--- src/sv/md5rk_pkg.sv ---
// Package for the MD5 rolling-key XOR cipher: MD5 constants, helpers and shared types.
package md5rk_pkg;

   // MD5 chaining values at the start of a block
   localparam logic [31:0] MD5_IV_A = 32'h67452301;
   localparam logic [31:0] MD5_IV_B = 32'hefcdab89;
   localparam logic [31:0] MD5_IV_C = 32'h98badcfe;
   localparam logic [31:0] MD5_IV_D = 32'h10325476;

   // Rounds in one MD5 block
   localparam int unsigned MD5_ROUNDS = 64;
   localparam logic [5:0] MD5_LAST_ROUND = 6'(MD5_ROUNDS - 1);

   // Fixed words of the padded one-block message (4-byte key)
   localparam logic [3:0]  MSG_IDX_KEY = 4'd0;
   localparam logic [3:0]  MSG_IDX_PAD = 4'd1;
   localparam logic [3:0]  MSG_IDX_LEN = 4'd14;
   localparam logic [31:0] MSG_PAD_WORD = 32'h00000080;
   localparam logic [31:0] MSG_LEN_WORD = 32'd32;

   // Round constants
   localparam logic [31:0] MD5_K [64] = '{
      32'hd76aa478, 32'he8c7b756, 32'h242070db, 32'hc1bdceee,
      32'hf57c0faf, 32'h4787c62a, 32'ha8304613, 32'hfd469501,
      32'h698098d8, 32'h8b44f7af, 32'hffff5bb1, 32'h895cd7be,
      32'h6b901122, 32'hfd987193, 32'ha679438e, 32'h49b40821,
      32'hf61e2562, 32'hc040b340, 32'h265e5a51, 32'he9b6c7aa,
      32'hd62f105d, 32'h02441453, 32'hd8a1e681, 32'he7d3fbc8,
      32'h21e1cde6, 32'hc33707d6, 32'hf4d50d87, 32'h455a14ed,
      32'ha9e3e905, 32'hfcefa3f8, 32'h676f02d9, 32'h8d2a4c8a,
      32'hfffa3942, 32'h8771f681, 32'h6d9d6122, 32'hfde5380c,
      32'ha4beea44, 32'h4bdecfa9, 32'hf6bb4b60, 32'hbebfbc70,
      32'h289b7ec6, 32'heaa127fa, 32'hd4ef3085, 32'h04881d05,
      32'hd9d4d039, 32'he6db99e5, 32'h1fa27cf8, 32'hc4ac5665,
      32'hf4292244, 32'h432aff97, 32'hab9423a7, 32'hfc93a039,
      32'h655b59c3, 32'h8f0ccc92, 32'hffeff47d, 32'h85845dd1,
      32'h6fa87e4f, 32'hfe2ce6e0, 32'ha3014314, 32'h4e0811a1,
      32'hf7537e82, 32'hbd3af235, 32'h2ad7d2bb, 32'heb86d391
   };

   // Rotate amounts, indexed by {phase, round[1:0]}
   localparam logic [4:0] MD5_ROT [16] = '{
      5'd7, 5'd12, 5'd17, 5'd22, 5'd5, 5'd9, 5'd14, 5'd20,
      5'd4, 5'd11, 5'd16, 5'd23, 5'd6, 5'd10, 5'd15, 5'd21
   };

   // Message word index used by a round
   function automatic logic [3:0] md5_msg_index(input logic [5:0] round);
      logic [3:0] r4;
      logic [3:0] idx;
      r4 = round[3:0];
      unique case (round[5:4])
         2'd0: idx = r4;
         2'd1: idx = 4'((r4 << 2) + r4 + 4'd1);
         2'd2: idx = 4'((r4 << 1) + r4 + 4'd5);
         2'd3: idx = 4'((r4 << 3) - r4);
      endcase
      return idx;
   endfunction

   // Status of the round unit toward the top level
   typedef struct packed {
      logic busy;
      logic done;
   } md5rk_status_type;

endpackage

--- src/sv/md5_rolling_key_xor_cipher.sv ---
// Top level of the MD5 rolling-key XOR cipher: handshakes, key registers, output register.
//
//   channel   ports                                  direction
//   req       req_valid, req_stall, req_plain_word,  in
//             req_first_word
//   rsp       rsp_valid, rsp_stall, rsp_cipher_word  out
//   csr       csr_wr_en, csr_wr_data                 in
//
// Each word takes the transfer, 64 MD5 rounds in the shared round unit, and a
// final step that folds the digest word into the rolling key.
// The cipher word is registered at the transfer and waits there for the sink.
// A new word is taken once the key is updated and the output register is free.
// Synchronous reset clears initial_key and the rolling key to zero.
module md5_rolling_key_xor_cipher (
   input  logic        clock,
   input  logic        reset,
   input  logic        req_valid,
   output logic        req_stall,
   input  logic [31:0] req_plain_word,
   input  logic        req_first_word,
   output logic        rsp_valid,
   input  logic        rsp_stall,
   output logic [31:0] rsp_cipher_word,
   input  logic        csr_wr_en,
   input  logic [31:0] csr_wr_data
);
   import md5rk_pkg::*;

   logic             busy_ff;
   logic             rsp_valid_ff;
   logic [31:0]      rsp_cipher_word_ff;
   logic [31:0]      initial_key_ff;
   logic [31:0]      rolling_key_ff;

   logic             req_accept;
   logic [31:0]      key_use;
   md5rk_status_type core_status;
   logic [31:0]      core_next_key;

   // Transfer control and key selection
   assign req_stall  = busy_ff | (rsp_valid_ff & rsp_stall);
   assign req_accept = req_valid & ~req_stall;
   assign key_use    = req_first_word ? initial_key_ff : rolling_key_ff;

   md5rk_core u_core (
      .clock    (clock),
      .reset    (reset),
      .start    (req_accept),
      .key      (key_use),
      .status   (core_status),
      .next_key (core_next_key)
   );

   // Busy flag, output register and keys
   always_ff @(posedge clock) begin
      if (reset) begin
         busy_ff        <= 1'b0;
         rsp_valid_ff   <= 1'b0;
         initial_key_ff <= 32'd0;
         rolling_key_ff <= 32'd0;
      end else begin
         if (csr_wr_en) begin
            initial_key_ff <= csr_wr_data;
         end
         if (rsp_valid_ff && !rsp_stall) begin
            rsp_valid_ff <= 1'b0;
         end
         if (req_accept) begin
            busy_ff            <= 1'b1;
            rsp_valid_ff       <= 1'b1;
            rsp_cipher_word_ff <= req_plain_word ^ key_use;
         end else if (core_status.done) begin
            busy_ff        <= 1'b0;
            rolling_key_ff <= core_next_key;
         end
      end
   end

   assign rsp_valid       = rsp_valid_ff;
   assign rsp_cipher_word = rsp_cipher_word_ff;

endmodule

--- src/sv/md5rk_core.sv ---
// Iterative MD5 round unit: one round per cycle, returns key XOR digest word 3.
module md5rk_core (
   input  logic                     clock,
   input  logic                     reset,
   input  logic                     start,
   input  logic [31:0]              key,
   output md5rk_pkg::md5rk_status_type status,
   output logic [31:0]              next_key
);
   import md5rk_pkg::*;

   typedef enum logic [0:0] {ST_IDLE, ST_RUN} state_type;

   state_type   state_ff;
   logic [5:0]  round_ff;
   logic        done_ff;
   logic [31:0] key_ff;
   logic [31:0] a_ff, b_ff, c_ff, d_ff;
   logic [31:0] next_key_ff;

   logic [31:0] f_val;
   logic [3:0]  msg_idx;
   logic [31:0] msg_word;
   logic [31:0] sum;
   logic [4:0]  rot_amt;
   logic [63:0] rot_dbl;
   logic [31:0] b_in;

   // Round function, message word and the shared add/rotate datapath
   always_comb begin
      unique case (round_ff[5:4])
         2'd0: f_val = (b_ff & c_ff) | (~b_ff & d_ff);
         2'd1: f_val = (d_ff & b_ff) | (~d_ff & c_ff);
         2'd2: f_val = b_ff ^ c_ff ^ d_ff;
         2'd3: f_val = c_ff ^ (b_ff | ~d_ff);
      endcase
      msg_idx = md5_msg_index(round_ff);
      unique case (msg_idx)
         MSG_IDX_KEY: msg_word = key_ff;
         MSG_IDX_PAD: msg_word = MSG_PAD_WORD;
         MSG_IDX_LEN: msg_word = MSG_LEN_WORD;
         default:     msg_word = 32'd0;
      endcase
      sum     = a_ff + f_val + MD5_K[round_ff] + msg_word;
      rot_amt = MD5_ROT[{round_ff[5:4], round_ff[1:0]}];
      rot_dbl = {sum, sum} << rot_amt;
      b_in    = b_ff + rot_dbl[63:32];
   end

   // Sequencer and working registers
   always_ff @(posedge clock) begin
      if (reset) begin
         state_ff <= ST_IDLE;
         round_ff <= 6'd0;
         done_ff  <= 1'b0;
      end else begin
         done_ff <= 1'b0;
         unique case (state_ff)
            ST_IDLE: begin
               if (start) begin
                  key_ff   <= key;
                  a_ff     <= MD5_IV_A;
                  b_ff     <= MD5_IV_B;
                  c_ff     <= MD5_IV_C;
                  d_ff     <= MD5_IV_D;
                  round_ff <= 6'd0;
                  state_ff <= ST_RUN;
               end
            end
            ST_RUN: begin
               a_ff     <= d_ff;
               b_ff     <= b_in;
               c_ff     <= b_ff;
               d_ff     <= c_ff;
               round_ff <= round_ff + 6'd1;
               if (round_ff == MD5_LAST_ROUND) begin
                  // final d is the current c; add the IV and fold into the key
                  next_key_ff <= key_ff ^ (MD5_IV_D + c_ff);
                  done_ff     <= 1'b1;
                  state_ff    <= ST_IDLE;
               end
            end
         endcase
      end
   end

   assign status.busy = (state_ff == ST_RUN);
   assign status.done = done_ff;
   assign next_key    = next_key_ff;

endmodule
--- config.mk ---
export PLATFORM = sky130hd
export DESIGN_NAME = md5_rolling_key_xor_cipher
export DESIGN_NICKNAME = d
export VERILOG_FILES = /design/src/sv/md5rk_pkg.sv /design/src/sv/md5_rolling_key_xor_cipher.sv /design/src/sv/md5rk_core.sv
export SDC_FILE = /design/constraint.sdc
export NUM_CORES = 1
export LEC_CHECK = 0
export BUFFER_PORTS_ARGS = -buffer_cell sky130_fd_sc_hd__clkbuf_2
export CAP_MARGIN = 20
export CELL_PAD_IN_SITES_DETAIL_PLACEMENT = 0
export CELL_PAD_IN_SITES_GLOBAL_PLACEMENT = 2
export CORE_ASPECT_RATIO = 1.1
export CORE_MARGIN = 3
export CORE_UTILIZATION = 34
export CTS_BUF_LIST = sky130_fd_sc_hd__clkbuf_8
export DETAILED_ROUTE_END_ITERATION = 8
export PLACE_DENSITY_LB_ADDON = 0.1
export SLEW_MARGIN = 20
export SYNTH_ARGS = -nofsm -noshare
export SYNTH_HDL_FRONTEND = slang
export SYNTH_SLANG_ARGS = --single-unit
--- constraint.sdc ---
create_clock -name clock -period 26.5 [get_ports clock]
set_input_delay 5.3 -clock clock [delete_from_list [all_inputs] [get_ports clock]]
set_output_delay 5.3 -clock clock [all_outputs]
set_load 0.005 [all_outputs]
Word-level counts from Yosys, hierarchy flattened
Memory sizes are Yosys's and may differ from the RTL's.
Index checks and enable logic that the tools add are counted.
{ "classes": {"div": 0, "shifts": 1, "n_mul": 0, "eq_ne": 7, "bitwise_logic": 23, "n_mux": 26, "reduce_logical": 12, "n_addsub": 11, "order_cmp": 2} }
{ "ops": {"columns": ["operator", "count"], "rows": [
  ["$pmux W32 S2", 4],
  ["$mux W32", 7],
  ["$xor A32 B32 Y32", 5],
  ["$add A32 B32 Y32", 4],
  ["$and A32 B32 Y32", 4],
  ["$pmux W32 S4", 1],
  ["$or A32 B32 Y32", 3],
  ["$pmux W32 S3", 1],
  ["$not A32 Y32", 2],
  ["$shl A64 B5 Y64", 1],
  ["$add A29 B32 Y32 const A", 1],
  ["$pmux W4 S4", 1],
  ["$pmux W6 S2", 1],
  ["$mux W5", 2],
  ["$add A4 B4 Y4", 2],
  ["$ge A7 B7 Y1 const B", 1],
  ["$mux W1", 7],
  ["$not A6 Y7", 1],
  ["$add A6 B1 Y6 const B", 1],
  ["$eq A6 B6 Y1 const B", 1],
  ["$mux W6", 1],
  ["$reduce_and A2 Y1", 3],
  ["$reduce_and A3 Y1", 2],
  ["$ge A5 B5 Y1 const B", 1],
  ["19 further kinds", 25]
]} }
{ "word_totals": {"latchBits": 0, "romBits": 2128, "input_bits": 70, "out_inout_bits": 34, "reg_bits": 298, "wordCells": 98, "mem_bits_rw": 0, "mem_count": 2} }
{ "memory_table": {"columns": ["memory", "depth", "word_bits", "rd", "rd_ports_with_merged_regs", "write_ports", "line", "text"], "rows": [
  ["(name not given)", 64, 32, 1, 0, 0, "md5rk_core.sv:44", "sum = a_ff + f_val + MD5_K[round_ff] + msg_word;"],
  ["(name not given)", 16, 5, 1, 0, 0, "md5rk_core.sv:45", "rot_amt = MD5_ROT[{round_ff[5:4], round_ff[1:0]}];"]
]} }

Longest topological paths before layout
{ "logic_depth": {"ltp_word": 10, "mapped_depth": 44} }

Modules after synthesis
Synthesis repeated with hierarchy kept, for this count alone.
{ "unflattened": {"hier_cells": 2712, "hier_area_um2": 24773.8} }
{ "modules_own_cells": {"columns": ["module", "seq_area_each_um2", "cells_each", "n_inst", "area_per_inst_um2"], "rows": [
  ["md5rk_core", 5925.7, 2357, 1, 20338.3],
  ["md5_rolling_key_xor_cipher", 2282.2, 355, 1, 4435.5]
]} }

Worst setup path before layout
OpenSTA, ideal clock, no wires.
{ "synth_timing": {"path_kind": "input-to-reg", "startpoint": "input reset", "endpoint": "register u_core.a_ff[0], enable pin", "setup_slack_ps": 14884, "arrival_ps": 10997, "cell_stages": 3, "setup_time_ps": 618, "cell_sequence": "clkbuf_1 clkbuf_1 nor2_1"} }
{ "synth_via": {"elab_chain_cells": 2} }
{ "synth_lines": {"columns": ["element", "line", "text"], "rows": [
  ["start, declared", "md5_rolling_key_xor_cipher.sv:16", "input logic reset,"],
  ["$not A1 Y1 (no line)", null, null],
  ["$reduce_and A2 Y1 (no line)", null, null],
  ["end signal, assigned", "md5rk_core.sv:62", "a_ff <= MD5_IV_A;"],
  ["end signal, assigned", "md5rk_core.sv:71", "a_ff <= d_ff;"],
  ["end, declared", "md5rk_core.sv:18", "logic [31:0] a_ff, b_ff, c_ff, d_ff;"]
]} }
No other way between the ends.
A chain may end at the register's enable or synchronous reset.

Worst setup path in the final report
{ "layout_timing": {"startpoint": "register u_core.round_ff[1]", "endpoint": "register u_core.b_ff[30], data pin"} }
{ "layout_via": {"elab_chain_cells": 9, "word_cells_on_any_way": 23, "cone_classes": "8 x add/sub; 2 x eq/ne; 1 x shift; 7 x mux; 2 x bitwise; 1 x reduce/logical; 2 x memory"} }
{ "layout_lines": {"columns": ["element", "line", "text"], "rows": [
  ["start, declared", "md5rk_core.sv:15", "logic [5:0] round_ff;"],
  ["start signal, assigned", "md5rk_core.sv:75", "round_ff <= round_ff + 6'd1;"],
  ["$not A6 Y7 (implied by the code) (tied with other cells)", "md5rk_core.sv:44", null],
  ["$mem_v2 Z64 W32 (tied with other cells)", null, null],
  ["$mux W32 (implied by the code) or $pmux W4 S4 (tied branches)", "md5rk_core.sv:44, md5rk_pkg.sv:52", null],
  ["$mux W32 (implied by the code) (tied with other cells)", "md5rk_core.sv:44", null],
  ["$add A32 B32 Y32 or $pmux W32 S3 (tied branches)", "md5rk_core.sv:44, md5rk_core.sv:38", null],
  ["$add A32 B32 Y32", "md5rk_core.sv:44", null],
  ["$shl A64 B5 Y64 *", "md5rk_core.sv:46", "rot_dbl = {sum, sum} << rot_amt;"],
  ["$add A32 B32 Y32 *", "md5rk_core.sv:47", "b_in = b_ff + rot_dbl[63:32];"],
  ["$pmux W32 S2 *", "md5rk_core.sv:58", "unique case (state_ff)"],
  ["end signal, assigned", "md5rk_core.sv:72", "b_ff <= b_in;"],
  ["end, declared", "md5rk_core.sv:18", null]
]} }
Every way passes the cells marked *; elsewhere a longest branch is shown, timed or not. The select of a mux whose other input is x is not followed.

==> metrics.md <==
| Metric | Value |
|---|---|
| Slew HR | 0.308 |
| Share of cells above drive strength 1 | 0.0988 |
| Setup bufs post-CTS | 0 |
| Placed cell area | 25900 um2 |
| Max Cap Violations | 0 |
| Post-DP HPWL | between 70 and 80 mm |
| Tot GR Track Use | 0.244 |
| Post-CTS Hold Buffers | 0 |
| Root Buffer | clkbuf_8 |
| Post-route ant nets | 0 |
| Comb pwr share | 0.653 |
| Final max-slew violation count | 0 |
| Count of cell types in the netlist | 86 |
| Multi-input combinational cell area | 15100 um2 |
| FFs w/ async S/R, synth | 0 |
| Worst-case vdd ir drop | roughly 62 uV |
| Hold Path Origin | rolling_key_ff[20] |
| Synth warnings | 0 |
| H-tree lvl count | 2 |
| Post-layout net count | ~3100 |
| Max Root-Sink Buffers | 3 |
| Tmin final | approximately 12000 ps |
| Syn-to-layout area delta | 9.06% |
| Startpoint Class | flop |
| Core area | 71100 um2 |
| Initial DRC Count | roughly 1900 |
| Vias in the first global route | approximately 21000 |
| Max frequency | 86.0 MHz |
| Clock Skews | ~39 ps |
| Total internal power | roughly 1500 uW |
| Power per cell area | roughly 110 nW/um2 |
| CP arrival | roughly 12000 ps |
| Outcome | complete, no violations |
| Register area share after synthesis | 0.333 |
| Leak | roughly 0.011 uW |
| Tightest Hold Check Type | reg -> reg |
| Initial Util | 0.347 |
| Flop pwr share | 0.210 |
| Final setup violation count | 0 |
| GPL Wtd Cong | about 0.96 |
| Finished Core Util | 0.378 |
| Area of the die | 75800 um2 |
| Design area | about 27000 um2 |
| Yosys reg bits | between 200 and 300 |
| Worst path required time | between 20000 and 30000 ps |
| Sequential cell area | ~8200 um2 |
| NetSw | between 1000 and 1500 uW |
| Crit path from | u_core.round_ff[1] |
| Switching Share | 0.493 |
| Endpoint class of the critical path | flop |
| Hold Violations, Final | 0 |
| PortBufs | just over 100 |
| Synthesized net count | between 3000 and 4000 |
| Via count | 22025 |
| CP peak stage delay | between 700 and 800 ps |
| R2r setup slk | about 15000 ps |
| Total CTS buffers | 50 |
| Io pins | 104 |
| # DRC | 0 |
| Largest net degree at the start of global routing | 90 |
| DR pass1 iterations | 5 |
| Worst-Margin Slew | a little over 1000 ps |
| Mapped Cells | a little under 3000 |
| Place WS | approximately 15000 ps |
| Worst skew pair latency | ~630 ps |
| Power share of the clock group | 0.137 |
| Die H | ~290 um |
| Final WS setup | 14870 ps |
| Most frequent CP cell | fa_1 |
| Area of the mapped netlist | between 20000 and 25000 um2 |
| Final setup TNS | 0 ps |
| First-pass GRT wire length | between 100 and 150 mm |
| Worst path slowest cell | ha_1 |
| Hold Path Sink | rolling_key_ff[20] |
| Total global routing overflow | 0 |
| Final wirelength | about 95 mm |
| Wire per inst | around 25 um |
| Crit share post-route | 0.439 |
| Initial antenna violation count | 5 |
| Crit path max fanout | 33 |
| FILL cells | 7268 |
| Worst hold path cell count | 2 |
| Avg Vias per Cell | 5.69 |
| CTS tree | done |
| Die Wd | 263 um |
| FF-to-FF path depth | between 40 and 50 |
| Top_reg_cell synth | edfxtp_1 |
| DP Cell Count | 3776 |
| R2R Path Start | u_core.round_ff[1] |
| Reg clk slew, reported paths | roughly 70 ps |
| TritonCTS sink count | roughly 300 |
| Mapped Avg Cell Area | approximately 8.5 um2 |
| Critical R2R Capture | u_core.b_ff[30] |
| RSZ-0062 raised after global routing | no |
| Most frequent cells in the layout | 338 x nand2_1, 242 x a21oi_1, 241 x nor2_1 |
| Critical path class | reg -> reg |
| # rows | about 100 |
| Post-synth EDFFs | about 220 |
| Most common cell after layout, fill and taps aside | nand2_1 |
| Final non-filler cell total | about 3900 |
| Post-CTS Resized | 0 |
-- critical path: cells and delay by family, from the launching register on --
| family | cells | cell delay (ps) |
|---|---|---|
| muxes | 1 | 290 |
| DFF | 1 | 310 |
| buffers and inverters | 6 | 1030 |
| and+or+nand+nor | 6 | 690 |
| xor gates and xnor gates | 2 | 380 |
| AOI/OAI and AO/OA | 19 | 5280 |
| adders and majority gates | 8 | 3360 |
-- cells by family (layout without fill, tap and decap cells) --
family,after synthesis,count (layout),share of synthesized area
simple gates,975,975,0.182
compound gates,780,780,0.200
buf+inv,369,400,0.0572
flops,298,298,0.333
xor+xnor,180,180,0.0645
fa+ha+maj,153,153,0.0971
mux,149,149,0.0666
other cells,0,3,0
-- cells in the mapped netlist, drive strengths merged, types with 60 or more instances --
master	n	area, um2
dfxtp	74	1480
ha	89	1110
o21ai	164	821
fa	64	1280
and2	97	608
xor2	75	657
nand2b	64	400
nand3	60	300
edfxtp	224	6730
a31oi	63	394
xnor2	104	911
nor3	110	551
nand2	338	1270
inv	163	612
a21oi	244	1230
nor2	243	912
clkbuf	156	586
mux2i	94	941
-- flip-flops by register name (all words and copies together) (netlist names) --
register	count
busy_ff	1
initial_key_ff	32
rolling_key_ff	32
rsp_cipher_word	32
rsp_valid	1
u_core.a_ff	32
u_core.b_ff	32
u_core.c_ff	32
u_core.d_ff	32
u_core.done_ff	1
u_core.key_ff	32
u_core.next_key	32
u_core.round_ff	6
u_core.state_ff	1
-- layout make-up --
type	instances	share of cell area
multi-input combinational	2237	0.561
timing repair buffer	142	0.0305
antenna	3	0.000279
inverter	164	0.0229
tap	936	0.0435
clock buffer	54	0.0276
clock inverter	40	0.00796
sequential	298	0.306
-- metal layers --
metal | vias up | track usage | routed length, um
met4 | 0 | 0.0855 | 3210
met1 | 10786 | 0.336 | 43300
met3 | 157 | 0.0211 | 4370
met5 | - | 0 | 0
met2 | 767 | 0.403 | 44400
li1 | 10315 | - | -
-- how the worst max path moves through the flow --
stage                            to  slack (ps)
finish              u_core.b_ff[30]       14870
global route        u_core.b_ff[30]       14130
CTS                 u_core.b_ff[30]       14940
detailed placement  u_core.b_ff[30]       15010
global placement    u_core.b_ff[30]       15130
floorplan            u_core.a_ff[0]       14880
-- stage by stage --
step           hold WS (ps)  power (uW)
6_report                454        2950
2_1_floorplan           434        1960
3_3_place_gp            439        2530
4_1_cts                 457        2940
5_1_grt                 475        3170
3_5_place_dp            448        2520
-- power groups by stage --
stage / registers, uW / clock network, uW / logic, uW
after floorplan: 594 / 0 / 1370
after global placement: 628 / 0 / 1900
after detailed placement: 629 / 0 / 1890
after CTS: 620 / 418 / 1900
after global routing: 624 / 436 / 2110
final: 618 / 403 / 1920
No activity file was read; power rests on OpenSTA's default activity.
